File: config.mk
export PLATFORM = sky130hd
export DESIGN_NAME = circle_polyline_intersection
export DESIGN_NICKNAME = d
export VERILOG_FILES = /design/src/rtl/cpi_pkg.sv /design/src/rtl/cpi_mul.sv /design/src/rtl/cpi_sqrt.sv /design/src/rtl/cpi_div.sv /design/src/rtl/circle_polyline_intersection.sv
export SDC_FILE = /design/constraint.sdc
export NUM_CORES = 2
export LEC_CHECK = 0
export ABC_AREA = 1
export BUFFER_PORTS_ARGS = -buffer_cell sky130_fd_sc_hd__buf_4
export CORE_MARGIN = 4
export CORE_UTILIZATION = 50
export CTS_CLUSTER_SIZE = 10
export DETAILED_ROUTE_END_ITERATION = 8
export HOLD_SLACK_MARGIN = 0.1
export PLACE_DENSITY = 0.7
export SKIP_LAST_GASP = 1
export SYNTH_ARGS = -nofsm -noshare
export SYNTH_HDL_FRONTEND = slang
export SYNTH_SLANG_ARGS = --single-unit
export TNS_END_PERCENT = 5
File: constraint.sdc
create_clock -name clk_i -period 15.52 [get_ports clk_i]
set_input_delay 1.552 -clock clk_i [delete_from_list [all_inputs] [get_ports clk_i]]
set_output_delay 1.552 -clock clk_i [all_outputs]
set_load 0.01 [all_outputs]
File: src/rtl/cpi_pkg.sv
package cpi_pkg;

  // start request into a serial arithmetic unit
  typedef struct packed {
    logic start;
  } cpi_req_t;

  // unit status back to the sequencer; done pulses one cycle with the result valid
  typedef struct packed {
    logic busy;
    logic done;
  } cpi_rsp_t;

endpackage

File: src/rtl/cpi_mul.sv
module cpi_mul
  import cpi_pkg::*;
#(
  parameter int unsigned N = 36
) (
  input  logic           clk_i,
  input  logic           rst_ni,
  input  cpi_req_t       req_i,
  input  logic [N-1:0]   a_i,
  input  logic [N-1:0]   b_i,
  output cpi_rsp_t       rsp_o,
  output logic [2*N-1:0] prod_o
);

  localparam int unsigned CW = $clog2(N + 1);

  logic          busy_q, done_q;
  logic [CW-1:0] cnt_q;
  logic [2*N-1:0] acc_q, mc_q;
  logic [N-1:0]   mp_q;

  // shift-add, one multiplier bit per cycle
  always_ff @(posedge clk_i or negedge rst_ni) begin
    if (!rst_ni) begin
      busy_q <= 1'b0;
      done_q <= 1'b0;
      cnt_q  <= '0;
    end else begin
      done_q <= 1'b0;
      if (req_i.start) begin
        busy_q <= 1'b1;
        cnt_q  <= CW'(N);
      end else if (busy_q) begin
        cnt_q <= cnt_q - 1'b1;
        if (cnt_q == CW'(1)) begin
          busy_q <= 1'b0;
          done_q <= 1'b1;
        end
      end
    end
  end

  always_ff @(posedge clk_i) begin
    if (req_i.start) begin
      acc_q <= '0;
      mc_q  <= {{N{1'b0}}, a_i};
      mp_q  <= b_i;
    end else if (busy_q) begin
      if (mp_q[0]) begin
        acc_q <= acc_q + mc_q;
      end
      mc_q <= mc_q << 1;
      mp_q <= mp_q >> 1;
    end
  end

  assign rsp_o.busy = busy_q;
  assign rsp_o.done = done_q;
  assign prod_o     = acc_q;

endmodule

File: src/rtl/cpi_sqrt.sv
module cpi_sqrt
  import cpi_pkg::*;
#(
  parameter int unsigned N = 36
) (
  input  logic           clk_i,
  input  logic           rst_ni,
  input  cpi_req_t       req_i,
  input  logic [2*N-1:0] rad_i,
  output cpi_rsp_t       rsp_o,
  output logic [N-1:0]   root_o
);

  localparam int unsigned CW = $clog2(N + 1);

  logic          busy_q, done_q;
  logic [CW-1:0] cnt_q;
  logic [N+2:0]  rem_q;
  logic [N-1:0]  root_q;
  logic [2*N-1:0] rad_q;

  logic [N+2:0] rem_sh, trial;
  logic         fit;

  // restoring square root, two radicand bits in, one root bit out per cycle
  assign rem_sh = {rem_q[N:0], rad_q[2*N-1:2*N-2]};
  assign trial  = {1'b0, root_q, 2'b01};
  assign fit    = (rem_sh >= trial);

  always_ff @(posedge clk_i or negedge rst_ni) begin
    if (!rst_ni) begin
      busy_q <= 1'b0;
      done_q <= 1'b0;
      cnt_q  <= '0;
    end else begin
      done_q <= 1'b0;
      if (req_i.start) begin
        busy_q <= 1'b1;
        cnt_q  <= CW'(N);
      end else if (busy_q) begin
        cnt_q <= cnt_q - 1'b1;
        if (cnt_q == CW'(1)) begin
          busy_q <= 1'b0;
          done_q <= 1'b1;
        end
      end
    end
  end

  always_ff @(posedge clk_i) begin
    if (req_i.start) begin
      rem_q  <= '0;
      root_q <= '0;
      rad_q  <= rad_i;
    end else if (busy_q) begin
      rad_q <= rad_q << 2;
      if (fit) begin
        rem_q  <= rem_sh - trial;
        root_q <= {root_q[N-2:0], 1'b1};
      end else begin
        rem_q  <= rem_sh;
        root_q <= {root_q[N-2:0], 1'b0};
      end
    end
  end

  assign rsp_o.busy = busy_q;
  assign rsp_o.done = done_q;
  assign root_o     = root_q;

endmodule

File: src/rtl/cpi_div.sv
module cpi_div
  import cpi_pkg::*;
#(
  parameter int unsigned NW = 72,
  parameter int unsigned DW = 36,
  parameter int unsigned QW = 17
) (
  input  logic          clk_i,
  input  logic          rst_ni,
  input  cpi_req_t      req_i,
  input  logic [NW-1:0] num_i,
  input  logic [DW-1:0] den_i,
  output cpi_rsp_t      rsp_o,
  output logic [QW-1:0] quot_o
);

  localparam int unsigned CW = $clog2(QW + 1);
  localparam int unsigned SW = DW + QW;
  localparam int unsigned XW = (NW > SW) ? NW : SW;

  logic          busy_q, done_q;
  logic [CW-1:0] cnt_q;
  logic [NW-1:0] rem_q;
  logic [SW-1:0] dsh_q;
  logic [QW-1:0] q_q;

  logic [XW-1:0] rem_x, dsh_x, diff_x;
  logic          ge;

  // restoring division, one quotient bit per cycle from the top;
  // the caller guarantees the quotient fits QW bits
  assign rem_x  = XW'(rem_q);
  assign dsh_x  = XW'(dsh_q);
  assign ge     = (rem_x >= dsh_x);
  assign diff_x = rem_x - dsh_x;

  always_ff @(posedge clk_i or negedge rst_ni) begin
    if (!rst_ni) begin
      busy_q <= 1'b0;
      done_q <= 1'b0;
      cnt_q  <= '0;
    end else begin
      done_q <= 1'b0;
      if (req_i.start) begin
        busy_q <= 1'b1;
        cnt_q  <= CW'(QW);
      end else if (busy_q) begin
        cnt_q <= cnt_q - 1'b1;
        if (cnt_q == CW'(1)) begin
          busy_q <= 1'b0;
          done_q <= 1'b1;
        end
      end
    end
  end

  always_ff @(posedge clk_i) begin
    if (req_i.start) begin
      rem_q <= num_i;
      dsh_q <= SW'(den_i) << (QW - 1);
      q_q   <= '0;
    end else if (busy_q) begin
      if (ge) begin
        rem_q <= diff_x[NW-1:0];
      end
      q_q   <= {q_q[QW-2:0], ge};
      dsh_q <= dsh_q >> 1;
    end
  end

  assign rsp_o.busy = busy_q;
  assign rsp_o.done = done_q;
  assign quot_o     = q_q;

endmodule

File: src/rtl/circle_polyline_intersection.sv
// Circle / polyline intersection. Vertices stream in one per input beat with the circle
// (center, radius) on every beat; tuser marks the first vertex of a polyline, tlast the last.
// Each vertex closes a segment with the one before and the segment's crossings with the
// circle are found exactly in raw fixed-point units: a = |d|^2, h = d.e, c = |e|^2 - r^2,
// s = isqrt(h^2 - a*c), roots n = -h - s then -h + s kept when 0 <= n <= a, and the point
// P1 + trunc(n*d/a). The point with the smallest y (earliest on ties) is kept, and one result
// beat goes out on the last vertex: tuser = found, tdata = hit x/y (zero when not found).
// Zero-length segments are skipped; a single vertex or a negative discriminant finds nothing.
// Timing: one vertex at a time. A vertex that closes no segment goes straight to the end
// step; one that closes a segment runs nine products on a bit-serial multiplier, then a
// bit-serial square root, then per accepted root two more products and two serial
// divisions. The next vertex is taken while a result beat still waits on the output
// register.
module circle_polyline_intersection
  import cpi_pkg::*;
#(
  parameter int unsigned COORD_WIDTH = 16
) (
  input  logic clk_i,
  input  logic rst_ni,
  // tdata: point_x, point_y, center_x, center_y, radius (COORD_WIDTH each), zero pad
  input  logic [((5*COORD_WIDTH+7)/8)*8-1:0] s_axis_tdata,
  input  logic [0:0] s_axis_tuser,            // first_vertex
  input  logic       s_axis_tlast,            // last_vertex
  input  logic       s_axis_tvalid,
  output logic       s_axis_tready,
  // tdata: hit_x, hit_y (COORD_WIDTH each), zero pad
  output logic [((2*COORD_WIDTH+7)/8)*8-1:0] m_axis_tdata,
  output logic [0:0] m_axis_tuser,            // found
  output logic       m_axis_tvalid,
  input  logic       m_axis_tready
);

  localparam int unsigned W   = COORD_WIDTH;
  localparam int unsigned MW  = 2 * W + 4;   // multiplier operand width
  localparam int unsigned SW  = MW + 2;      // signed working width of a, h, c, n
  localparam int unsigned PW  = 2 * MW;      // product width
  localparam int unsigned DDW = PW + 1;      // signed discriminant width
  localparam int unsigned QW  = W + 1;       // quotient width
  localparam int unsigned OW  = ((2 * W + 7) / 8) * 8;

  // sequencer states
  localparam logic [3:0] ST_IDLE   = 4'd0;
  localparam logic [3:0] ST_SETUP  = 4'd1;
  localparam logic [3:0] ST_MLOAD  = 4'd2;
  localparam logic [3:0] ST_MWAIT  = 4'd3;
  localparam logic [3:0] ST_DCHK   = 4'd4;
  localparam logic [3:0] ST_SQGO   = 4'd5;
  localparam logic [3:0] ST_SQWAIT = 4'd6;
  localparam logic [3:0] ST_ROOT   = 4'd7;
  localparam logic [3:0] ST_DVGO   = 4'd8;
  localparam logic [3:0] ST_DVWAIT = 4'd9;
  localparam logic [3:0] ST_FIN    = 4'd10;
  localparam logic [3:0] ST_EMIT   = 4'd11;

  // product steps on the shared multiplier
  localparam logic [3:0] MS_DXX = 4'd0;
  localparam logic [3:0] MS_DYY = 4'd1;
  localparam logic [3:0] MS_DXE = 4'd2;
  localparam logic [3:0] MS_DYE = 4'd3;
  localparam logic [3:0] MS_EXX = 4'd4;
  localparam logic [3:0] MS_EYY = 4'd5;
  localparam logic [3:0] MS_RR  = 4'd6;
  localparam logic [3:0] MS_HH  = 4'd7;
  localparam logic [3:0] MS_AC  = 4'd8;
  localparam logic [3:0] MS_NDX = 4'd9;
  localparam logic [3:0] MS_NDY = 4'd10;

  logic [3:0] state_q, step_q;
  logic       k_q, seg_q, last_q, neg_q;

  logic [W-1:0] px_q, py_q, cx_q, cy_q, r_q, x1_q, y1_q;
  logic [W-1:0] prev_x_q, prev_y_q, best_x_q, best_y_q;
  logic         have_prev_q, have_best_q;

  logic signed [SW-1:0]  dx_q, dy_q, ex_q, ey_q, a_q, h_q, c_q, n_q;
  logic signed [DDW-1:0] d_q;
  logic [MW-1:0] s_q;
  logic [PW-1:0] num_q;
  logic [QW-1:0] qx_q;

  logic [OW-1:0] out_data_q;
  logic          out_found_q, out_valid_q;

  cpi_req_t mul_req, sq_req, dv_req;
  cpi_rsp_t mul_rsp, sq_rsp, dv_rsp;
  logic [MW-1:0] mul_a, mul_b, sq_root;
  logic [PW-1:0] mul_prod;
  logic [QW-1:0] dv_quot;

  logic               in_acc;
  logic               first_in;
  logic               emit_go;
  logic signed [SW-1:0] dx_w, dy_w, ex_w, ey_w;
  logic signed [SW-1:0] opa, opb, ma_w, mb_w, s_ext, nv;
  logic signed [DDW-1:0] pext, sp;
  logic [QW-1:0]      hx_w, hy_w;
  logic               better;

  assign in_acc   = s_axis_tvalid & s_axis_tready;
  assign first_in = s_axis_tuser[0];
  assign s_axis_tready = (state_q == ST_IDLE);

  // result register loads in this cycle
  assign emit_go = (state_q == ST_EMIT) && (!out_valid_q || m_axis_tready);

  // segment vectors: d = P2 - P1, e = P1 - center
  assign dx_w = $signed({{(SW-W){px_q[W-1]}}, px_q}) - $signed({{(SW-W){x1_q[W-1]}}, x1_q});
  assign dy_w = $signed({{(SW-W){py_q[W-1]}}, py_q}) - $signed({{(SW-W){y1_q[W-1]}}, y1_q});
  assign ex_w = $signed({{(SW-W){x1_q[W-1]}}, x1_q}) - $signed({{(SW-W){cx_q[W-1]}}, cx_q});
  assign ey_w = $signed({{(SW-W){y1_q[W-1]}}, y1_q}) - $signed({{(SW-W){cy_q[W-1]}}, cy_q});

  // operand select; the multiplier works on magnitudes, sign applied afterwards
  always_comb begin
    case (step_q)
      MS_DXX:  begin opa = dx_q; opb = dx_q; end
      MS_DYY:  begin opa = dy_q; opb = dy_q; end
      MS_DXE:  begin opa = dx_q; opb = ex_q; end
      MS_DYE:  begin opa = dy_q; opb = ey_q; end
      MS_EXX:  begin opa = ex_q; opb = ex_q; end
      MS_EYY:  begin opa = ey_q; opb = ey_q; end
      MS_RR:   begin
        opa = $signed({{(SW-W){1'b0}}, r_q});
        opb = $signed({{(SW-W){1'b0}}, r_q});
      end
      MS_HH:   begin opa = h_q; opb = h_q; end
      MS_AC:   begin opa = a_q; opb = c_q; end
      MS_NDX:  begin opa = n_q; opb = dx_q; end
      MS_NDY:  begin opa = n_q; opb = dy_q; end
      default: begin opa = '0; opb = '0; end
    endcase
  end

  assign ma_w  = opa[SW-1] ? -opa : opa;
  assign mb_w  = opb[SW-1] ? -opb : opb;
  assign mul_a = ma_w[MW-1:0];
  assign mul_b = mb_w[MW-1:0];

  assign pext = $signed({1'b0, mul_prod});
  assign sp   = neg_q ? -pext : pext;

  // candidate root: first -h - s, then -h + s
  assign s_ext = $signed({{(SW-MW){1'b0}}, s_q});
  assign nv    = k_q ? (-h_q + s_ext) : (-h_q - s_ext);

  // point on the segment, offsets truncated toward zero
  assign hx_w = dx_q[SW-1] ? ({x1_q[W-1], x1_q} - qx_q) : ({x1_q[W-1], x1_q} + qx_q);
  assign hy_w = dy_q[SW-1] ? ({y1_q[W-1], y1_q} - dv_quot) : ({y1_q[W-1], y1_q} + dv_quot);
  assign better = !have_best_q || ($signed(hy_w[W-1:0]) < $signed(best_y_q));

  assign mul_req.start = (state_q == ST_MLOAD);
  assign sq_req.start  = (state_q == ST_SQGO);
  assign dv_req.start  = (state_q == ST_DVGO);

  cpi_mul #(.N(MW)) u_mul (
    .clk_i  (clk_i),
    .rst_ni (rst_ni),
    .req_i  (mul_req),
    .a_i    (mul_a),
    .b_i    (mul_b),
    .rsp_o  (mul_rsp),
    .prod_o (mul_prod)
  );

  cpi_sqrt #(.N(MW)) u_sqrt (
    .clk_i  (clk_i),
    .rst_ni (rst_ni),
    .req_i  (sq_req),
    .rad_i  (d_q[PW-1:0]),
    .rsp_o  (sq_rsp),
    .root_o (sq_root)
  );

  cpi_div #(.NW(PW), .DW(MW), .QW(QW)) u_div (
    .clk_i  (clk_i),
    .rst_ni (rst_ni),
    .req_i  (dv_req),
    .num_i  (num_q),
    .den_i  (a_q[MW-1:0]),
    .rsp_o  (dv_rsp),
    .quot_o (dv_quot)
  );

  always_ff @(posedge clk_i or negedge rst_ni) begin
    if (!rst_ni) begin
      state_q     <= ST_IDLE;
      step_q      <= MS_DXX;
      k_q         <= 1'b0;
      seg_q       <= 1'b0;
      last_q      <= 1'b0;
      neg_q       <= 1'b0;
      px_q        <= '0;
      py_q        <= '0;
      cx_q        <= '0;
      cy_q        <= '0;
      r_q         <= '0;
      x1_q        <= '0;
      y1_q        <= '0;
      prev_x_q    <= '0;
      prev_y_q    <= '0;
      have_prev_q <= 1'b0;
      best_x_q    <= '0;
      best_y_q    <= '0;
      have_best_q <= 1'b0;
      dx_q        <= '0;
      dy_q        <= '0;
      ex_q        <= '0;
      ey_q        <= '0;
      a_q         <= '0;
      h_q         <= '0;
      c_q         <= '0;
      n_q         <= '0;
      d_q         <= '0;
      s_q         <= '0;
      num_q       <= '0;
      qx_q        <= '0;
      out_data_q  <= '0;
      out_found_q <= 1'b0;
      out_valid_q <= 1'b0;
    end else begin
      if (out_valid_q && m_axis_tready && !emit_go) begin
        out_valid_q <= 1'b0;
      end
      case (state_q)
        ST_IDLE: begin
          if (in_acc) begin
            px_q   <= s_axis_tdata[W-1:0];
            py_q   <= s_axis_tdata[2*W-1:W];
            cx_q   <= s_axis_tdata[3*W-1:2*W];
            cy_q   <= s_axis_tdata[4*W-1:3*W];
            r_q    <= s_axis_tdata[5*W-1:4*W];
            last_q <= s_axis_tlast;
            x1_q   <= prev_x_q;
            y1_q   <= prev_y_q;
            seg_q  <= have_prev_q && !first_in;
            prev_x_q    <= s_axis_tdata[W-1:0];
            prev_y_q    <= s_axis_tdata[2*W-1:W];
            have_prev_q <= 1'b1;
            if (first_in) begin
              have_best_q <= 1'b0;
              best_x_q    <= '0;
              best_y_q    <= '0;
            end
            state_q <= ST_SETUP;
          end
        end
        ST_SETUP: begin
          dx_q   <= dx_w;
          dy_q   <= dy_w;
          ex_q   <= ex_w;
          ey_q   <= ey_w;
          step_q <= MS_DXX;
          k_q    <= 1'b0;
          // zero-length segment or no held vertex: nothing to test
          if (!seg_q || (dx_w == '0 && dy_w == '0)) begin
            state_q <= ST_FIN;
          end else begin
            state_q <= ST_MLOAD;
          end
        end
        ST_MLOAD: begin
          neg_q   <= opa[SW-1] ^ opb[SW-1];
          state_q <= ST_MWAIT;
        end
        ST_MWAIT: begin
          if (mul_rsp.done) begin
            step_q  <= step_q + 4'd1;
            state_q <= ST_MLOAD;
            case (step_q)
              MS_DXX: a_q <= sp[SW-1:0];
              MS_DYY: a_q <= a_q + sp[SW-1:0];
              MS_DXE: h_q <= sp[SW-1:0];
              MS_DYE: h_q <= h_q + sp[SW-1:0];
              MS_EXX: c_q <= sp[SW-1:0];
              MS_EYY: c_q <= c_q + sp[SW-1:0];
              MS_RR:  c_q <= c_q - sp[SW-1:0];
              MS_HH:  d_q <= sp;
              MS_AC: begin
                d_q     <= d_q - sp;
                state_q <= ST_DCHK;
              end
              default: begin
                // n*|d| for a root coordinate
                num_q   <= mul_prod;
                step_q  <= step_q;
                state_q <= ST_DVGO;
              end
            endcase
          end
        end
        ST_DCHK: begin
          state_q <= d_q[DDW-1] ? ST_FIN : ST_SQGO;
        end
        ST_SQGO: begin
          state_q <= ST_SQWAIT;
        end
        ST_SQWAIT: begin
          if (sq_rsp.done) begin
            s_q     <= sq_root;
            state_q <= ST_ROOT;
          end
        end
        ST_ROOT: begin
          if (!nv[SW-1] && (nv <= a_q)) begin
            n_q     <= nv;
            step_q  <= MS_NDX;
            state_q <= ST_MLOAD;
          end else if (k_q) begin
            state_q <= ST_FIN;
          end else begin
            k_q <= 1'b1;
          end
        end
        ST_DVGO: begin
          state_q <= ST_DVWAIT;
        end
        ST_DVWAIT: begin
          if (dv_rsp.done) begin
            if (step_q == MS_NDX) begin
              qx_q    <= dv_quot;
              step_q  <= MS_NDY;
              state_q <= ST_MLOAD;
            end else begin
              if (better) begin
                best_x_q    <= hx_w[W-1:0];
                best_y_q    <= hy_w[W-1:0];
                have_best_q <= 1'b1;
              end
              if (k_q) begin
                state_q <= ST_FIN;
              end else begin
                k_q     <= 1'b1;
                state_q <= ST_ROOT;
              end
            end
          end
        end
        ST_FIN: begin
          state_q <= last_q ? ST_EMIT : ST_IDLE;
        end
        ST_EMIT: begin
          // wait for the output register to free up
          if (emit_go) begin
            out_found_q <= have_best_q;
            out_data_q  <= have_best_q ? OW'({best_y_q, best_x_q}) : '0;
            out_valid_q <= 1'b1;
            have_best_q <= 1'b0;
            best_x_q    <= '0;
            best_y_q    <= '0;
            have_prev_q <= 1'b0;
            state_q     <= ST_IDLE;
          end
        end
        default: begin
          state_q <= ST_IDLE;
        end
      endcase
    end
  end

  assign m_axis_tdata  = out_data_q;
  assign m_axis_tuser  = out_found_q;
  assign m_axis_tvalid = out_valid_q;

  // an accepted vertex always starts a computation
  a_acc_busy: assert property (@(posedge clk_i) disable iff (!rst_ni)
    in_acc |=> (state_q == ST_SETUP))
    else $error("vertex accepted without entering setup");

  // a new result beat only comes from the emit step
  a_emit_src: assert property (@(posedge clk_i) disable iff (!rst_ni)
    $rose(out_valid_q) |-> ($past(state_q) == ST_EMIT))
    else $error("result beat raised outside emit");

  // not-found results carry zero coordinates
  a_zero_miss: assert property (@(posedge clk_i) disable iff (!rst_ni)
    (out_valid_q && !out_found_q) |-> (out_data_q == '0))
    else $error("not-found result with nonzero point");

  // multiplier done follows a busy cycle
  a_mul_done: assert property (@(posedge clk_i) disable iff (!rst_ni)
    mul_rsp.done |-> $past(mul_rsp.busy))
    else $error("multiplier done without run");

endmodule

### Word-level counts from Yosys, hierarchy flattened

Cells that the tools add are included.

| storage, ports and cells | value |
|---|---|
| register bits after elaboration | 1,181 |
| input bits | 86 |
| output and inout port bits | 35 |
| word-level logic and storage cells | 276 |

| operators by class | value |
|---|---|
| add/subtract/negate cells | 26 |
| $lt $le $gt $ge | 4 |
| eq/ne operators | 37 |
| multiplexer cells | 97 |
| bitwise gates (word level) | 3 |
| reductions and logical operators | 57 |

Operator list:

| kind | count |
|---|---|
| 72-bit two-way mux | 5 |
| 38-bit case mux with 8 select lines | 1 |
| 38-bit case mux with 7 select lines | 1 |
| 36-bit two-way mux | 6 |
| 16-bit two-way mux | 11 |
| 38-bit case mux with 2 select lines | 2 |
| 73-bit case mux with 2 select lines | 1 |
| 38-bit adder | 3 |
| 38-bit case mux with 3 select lines | 1 |
| 52-bit two-way mux | 2 |
| 16-bit case mux with 3 select lines | 2 |
| 38-bit logical NOT | 2 |
| 73-bit two-way mux | 1 |
| 72-bit negation with 73-bit output | 1 |
| 73-bit subtractor | 1 |
| 72-bit adder | 1 |
| 72-bit by 52-bit greater-or-equal comparator with 1-bit output | 1 |
| 36-bit negation | 2 |
| 72-bit by 52-bit subtractor with 72-bit output | 1 |
| 4-bit two-way mux | 17 |
| 16-bit by 16-bit subtractor with 17-bit output | 4 |
| 4-bit case mux with 12 select lines | 1 |
| 39-bit by 38-bit greater-or-equal comparator with 1-bit output | 1 |
| 38-bit by 37-bit adder with 38-bit output | 1 |
| other kinds (48) | 155 |

### Longest topological paths before layout

| depth | value |
|---|---|
| depth in word-level cells | 8 |
| depth in mapped cells | 46 |

### By module

From an unflattened synthesis, not the netlist that was laid out.

| unflattened totals | value |
|---|---|
| cell total of the unflattened synthesis | 13,217 |
| area total of the unflattened synthesis | 87,811.7 um^2 |

By module, submodules not included:

| module | instances | cells each | area each (um^2) | seq. area each (um^2) |
|---|---|---|---|---|
| circle_polyline_intersection | 1 | 8,147 | 54,365.9 | 15,214.6 |
| cpi_mul | 1 | 2,090 | 13,203.9 | 4,524.3 |
| cpi_div | 1 | 1,687 | 11,258.3 | 4,078.9 |
| cpi_sqrt | 1 | 1,293 | 8,983.6 | 3,823.7 |

### Least setup slack after synthesis

Ideal clock, no wire load.

| timing path | value |
|---|---|
| kind | reg2reg |
| from | register h_q[0] |
| to | register n_q[12] |
| library setup time | 130 ps |
| arrival time | 5,243 ps |
| path slack | 10,147 ps |
| cell stages (with the launch flop) | 43 |
| path buffers | 1 |
| period minus slack after synthesis | 5,373 ps |
| cells stage by stage | dfrtp_1 > inv_1 > ha_1 > nand2_1 > nor2_1 > nand3_1 > nor3_1 > nand3_1 > nor3_1 > nand3_1 > nor2_1 > inv_1 > nor2_1 > nand2_1 > xor2_1 > inv_1 > ha_1 > a21oi_1 > [7 not listed] > nand2_1 > nand2_1 > nand2_1 > nand2_1 > xor2_1 > ha_1 > nand2_1 > nor2_1 > nand4_1 > nor3_1 > o21ai_0 > nand3_1 > nand2_1 > nand3_1 > nand3_1 > inv_1 > clkbuf_1 > o21ai_0 |

| on the way | value |
|---|---|
| cells in the longest elaborated chain, start to end | 6 |
| elaborated cells on any way between the ends | 8 |

RTL lines:

| element | RTL line | text |
|---|---|---|
| from (decl) | circle_polyline_intersection.sv:76 | `logic signed [SW-1:0] dx_q, dy_q, ex_q, ey_q, a_q, h_q, c_q, n_q;` |
| from (signal assigned) | circle_polyline_intersection.sv:272 | `MS_DXE: h_q <= sp[SW-1:0];` |
| from (signal assigned) | circle_polyline_intersection.sv:273 | `MS_DYE: h_q <= h_q + sp[SW-1:0];` |
| 38-bit negation * | circle_polyline_intersection.sv:144 | `assign nv = k_q ? (-h_q + s_ext) : (-h_q - s_ext);` |
| 38-bit by 37-bit subtractor with 38-bit output or 38-bit by 37-bit adder with 38-bit output (tied branches) | circle_polyline_intersection.sv:144 |  |
| 38-bit two-way mux * | circle_polyline_intersection.sv:144 |  |
| named net nv[35] | circle_polyline_intersection.sv:95 | `logic signed [SW-1:0] opa, opb, ma_w, mb_w, s_ext, nv;` |
| 38-bit less-or-equal comparator * | circle_polyline_intersection.sv:304 | `if (!nv[SW-1] && (nv <= a_q)) begin` |
| 1-bit logical AND * | circle_polyline_intersection.sv:304 |  |
| 2-bit AND reduction (no line) * | n/a |  |
| to (signal assigned) | circle_polyline_intersection.sv:305 | `n_q <= nv;` |
| to (decl) | circle_polyline_intersection.sv:76 |  |

Mark *: on every way through the listed nets, which the timed path passes. The rest lies on a longest branch.
A chain may end at the register's enable or synchronous reset.

### Worst setup path after layout

| timing path | value |
|---|---|
| from | register h_q[0] |
| to | register state_q[2] |

| on the way | value |
|---|---|
| cells in the longest elaborated chain, start to end | 7 |
| elaborated cells on any way between the ends | 11 |

RTL lines:

| element | RTL line | text |
|---|---|---|
| 38-bit negation * | circle_polyline_intersection.sv:144 |  |
| 38-bit by 37-bit subtractor with 38-bit output or 38-bit by 37-bit adder with 38-bit output (tied branches) | circle_polyline_intersection.sv:144 |  |
| 38-bit two-way mux * | circle_polyline_intersection.sv:144 |  |
| 38-bit less-or-equal comparator or 1-bit logical NOT (tied branches) | circle_polyline_intersection.sv:304 |  |
| 1-bit logical AND * | circle_polyline_intersection.sv:304 |  |
| 4-bit two-way mux or 3-bit != test (tied branches) | n/a |  |
| 4-bit case mux with 12 select lines or 6-bit AND reduction (tied branches) | n/a |  |
| to (signal assigned) | circle_polyline_intersection.sv:292 | `state_q <= d_q[DDW-1] ? ST_FIN : ST_SQGO;` |
| to (signal assigned) | circle_polyline_intersection.sv:339 | `state_q <= last_q ? ST_EMIT : ST_IDLE;` |
| to (decl) | circle_polyline_intersection.sv:69 | `logic [3:0] state_q, step_q;` |

Every way passes the cells marked *; elsewhere a longest branch is shown, timed or not.

==> impl_metrics.json <==
{
  "status": "finished with violations",
  "violations": "design-rule violations",
  "ant_nets": 0,
  "die_w_um": 422,
  "coreArea_um2": 170000,
  "ys.flop_type": "dfrtp_1",
  "dp_slack_ps": 8520,
  "crit_slowest_cell": "dfrtp_1",
  "ys_warn_count": 0,
  "synth-edff-count": 252,
  "die_h_um": 422,
  "dr.pass1.iters": 9,
  "start_util_pct": 50.5,
  "top_usage_layer": "met2",
  "syn-num-nets": 13200,
  "routed_wl_mm": 371,
  "grt.overflow.total": 0,
  "hold_violations": 0,
  "multiInputGateArea_um2": 49700,
  "cts_buffer_depth": 3,
  "grt_pass1_wl_mm": 545,
  "drive_above_1_share_pct": 4.66,
  "vias": 91200,
  "wire_per_inst_um": 24.8,
  "worst-setup-path-type": "reg -> reg",
  "maxSlewHeadroom_pct": 10.3,
  "instances_no_fill": 14900,
  "numCtsBuffers": 140,
  "grt_usage_pct": 40.2,
  "path_clk_slew_ps": 60,
  "die_area_um2": 178000,
  "worst_pin_slew_ps": 1330,
  "cpMostUsedCell": "nand2_1",
  "p_leak_nw": 44.8,
  "max_cap_violations": 0,
  "ys_types": 67,
  "path_max_fanout": 7,
  "end_kind": "flip-flop",
  "use_met2_pct": 58.1,
  "antenna_found_initial": 35,
  "gp_congestion": 1.10,
  "cts_tree": "built",
  "max-vdd-ir-drop_mv": 0.198,
  "use_met1_pct": 56.7,
  "start_kind": "flip-flop",
  "hold_class": "reg -> reg",
  "rows": 151,
  "syn_area_um2": 85700,
  "drtIter0Drc": 12500,
  "fin_ws_ps": 8400,
  "finalCritPeriodShare_pct": 45.9,
  "io_buffers": 120,
  "drcViolationCount": 6,
  "synthCells": 12600,
  "critical_path_arrival_ps": 7800,
  "hpwl_mm": 295,
  "cts_hold_buf": 0,
  "clockRootBuffer": "clkbuf_16",
  "avgSynthCellArea_um2": 6.81,
  "insertion_delay_ps": 830,
  "critical_path_required_ps": 16200,
  "skew_ps": 38.4,
  "post_cts_buffers": 0,
  "cts_sinks": 1096,
  "place_inst": 14700,
  "final_nets": 13200,
  "first_global_vias": 85200,
  "report.final.slew_viol_count": 0,
  "power_density_nw_per_um2": 275,
  "grt_max_degree": 133,
  "synth.area.top_cells": "dfrtp_1 18%, nand2_1 13%, edfxtp_1 8.8%",
  "vias_per_cell": 6.10,
  "area_growth_pct": 8.82,
  "synth_seq_cells": 1096,
  "seq_area_um2": 27600,
  "synth-seq-area-share_pct": 32.2,
  "cts_resized": 0,
  "async_flop_share_pct": 57.6,
  "period_needed_ps": 7120,
  "finalSetupTns_ps": 0,
  "max_stage_delay_ps": 440,
  "pin_count": 121,
  "setup_viol": 0,
  "fillers": 16700,
  "rsz0062_at_grt": "no",
  "use_met3_pct": 10.7,
  "max_freq_ghz": 0.140,
  "cts_max_level": 4,
  "yosys.area.top_type": "dfrtp_1",
  "synth_top_area_share_pct": 18.4
}
registers in the layout, summed over array words and instances (netlist names), 32 cells and up:
register / cells
u_sqrt.rem_q: 37
u_mul.mc_q: 72
u_mul.mp_q: 36
u_mul.prod_o: 72
d_q: 73
u_sqrt.rad_q: 72
a_q: 38
num_q: 72
u_sqrt.root_o: 36
c_q: 38
n_q: 37
s_q: 36
u_div.dsh_q: 52
u_div.rem_q: 72
h_q: 38
m_axis_tdata: 32
per-layer routing:
metal | vias to the layer above | routed length [µm]
met5 | - | 101
met2 | 5270 | 151000
li1 | 41700 | -
met3 | 911 | 44500
met1 | 43300 | 157000
met4 | 12 | 18100
final timing paths:
check	cells past startpoint	slack, ps	end	startpoint
max	39	8400	state_q[2]	h_q[0]
min	2	480	n_q[37]	n_q[37]
max reg2reg	39	8400	state_q[2]	h_q[0]
min reg2reg	2	480	n_q[37]	n_q[37]
max in group asynchronous	4	11820	num_q[61]	rst_ni
min in group asynchronous	1	740	best_x_q[10]	rst_ni
cells in the mapped netlist, drive strengths merged (4+ instances only):
library cell and number:
nand2 2897, dfrtp 631, a31oi 128, o31ai 14, nor3 149, xnor2 145, o21bai 49, a22o 4
o21a 68, ha 545, nor4 53, clkbuf 264, nor2 1339, clkinv 5, inv 1866, a31o 14
a21o 71, o21ai 1266, nand3b 31, a211oi 17, dfxtp 213, a21oi 921, xor2 323, fa 13
a22oi 45, edfxtp 252, nand4 136, o211ai 108, o2111ai 15, o22ai 196, a221oi 11, nand3 580
or2 53, a21boi 39, o221ai 23, buf 78
stage by stage:
step	area [µm²]	power [mW]	utilization [%]	hold slack, ps
global route	93200	27.3	54.9	504
detailed placement	88800	21.7	52.3	453
CTS	93200	25.0	54.9	474
floorplan	85700	16.0	-	436
global placement	88800	21.6	52.3	449
finish	93300	25.6	54.9	482
kinds of logic after synthesis:
group           synth area share, %
buf+inv                        9.88
simple gates                   25.3
xor+xnor                       4.78
flops                          32.2
fa+ha+maj                      8.26
mux                          0.0394
compound gates                 19.6
worst max-delay path: cells and delay by family, from the launching register on:
kind | cells | cell delay, ps
simple gates | 26 | 4460
fa+ha+maj | 3 | 870
buf+inv | 5 | 530
compound gates | 3 | 480
flops | 1 | 440
xor+xnor | 2 | 220
layout make-up:
cell class              count  area share (%)
clock buffers             217            4.26
multi-input cells        9273            53.3
well taps                2218            2.98
clock inverters            31           0.427
inverters                1871            7.55
diodes                     20          0.0537
flip-flops and latches   1096            29.6
repair buffers            222            1.82
layout by cell type, fill, tap and decap left out, drive strengths merged, types with 45 or more instances in the layout:
cell       n
xnor2    145
edfxtp   252
ha       545
buf      222
nor2    1339
a21oi    921
or2       53
dfrtp    631
nor3     149
o21a      68
o21bai    49
clkbuf   217
nand4    136
a22oi     45
inv     1869
nand3    580
xor2     323
nand2   2897
a31oi    128
dfxtp    213
o22ai    196
a21o      71
o211ai   108
nor4      53
o21ai   1266
power by group:
part           leakage [nW]  internal (mW)  switching [mW]
Combinational          29.9           5.11            12.1
Clock                  2.13           1.84            1.37
Sequential             12.9           4.19           0.988
Total                  44.8           11.1            14.5
(Power assumes the default switching activity.)
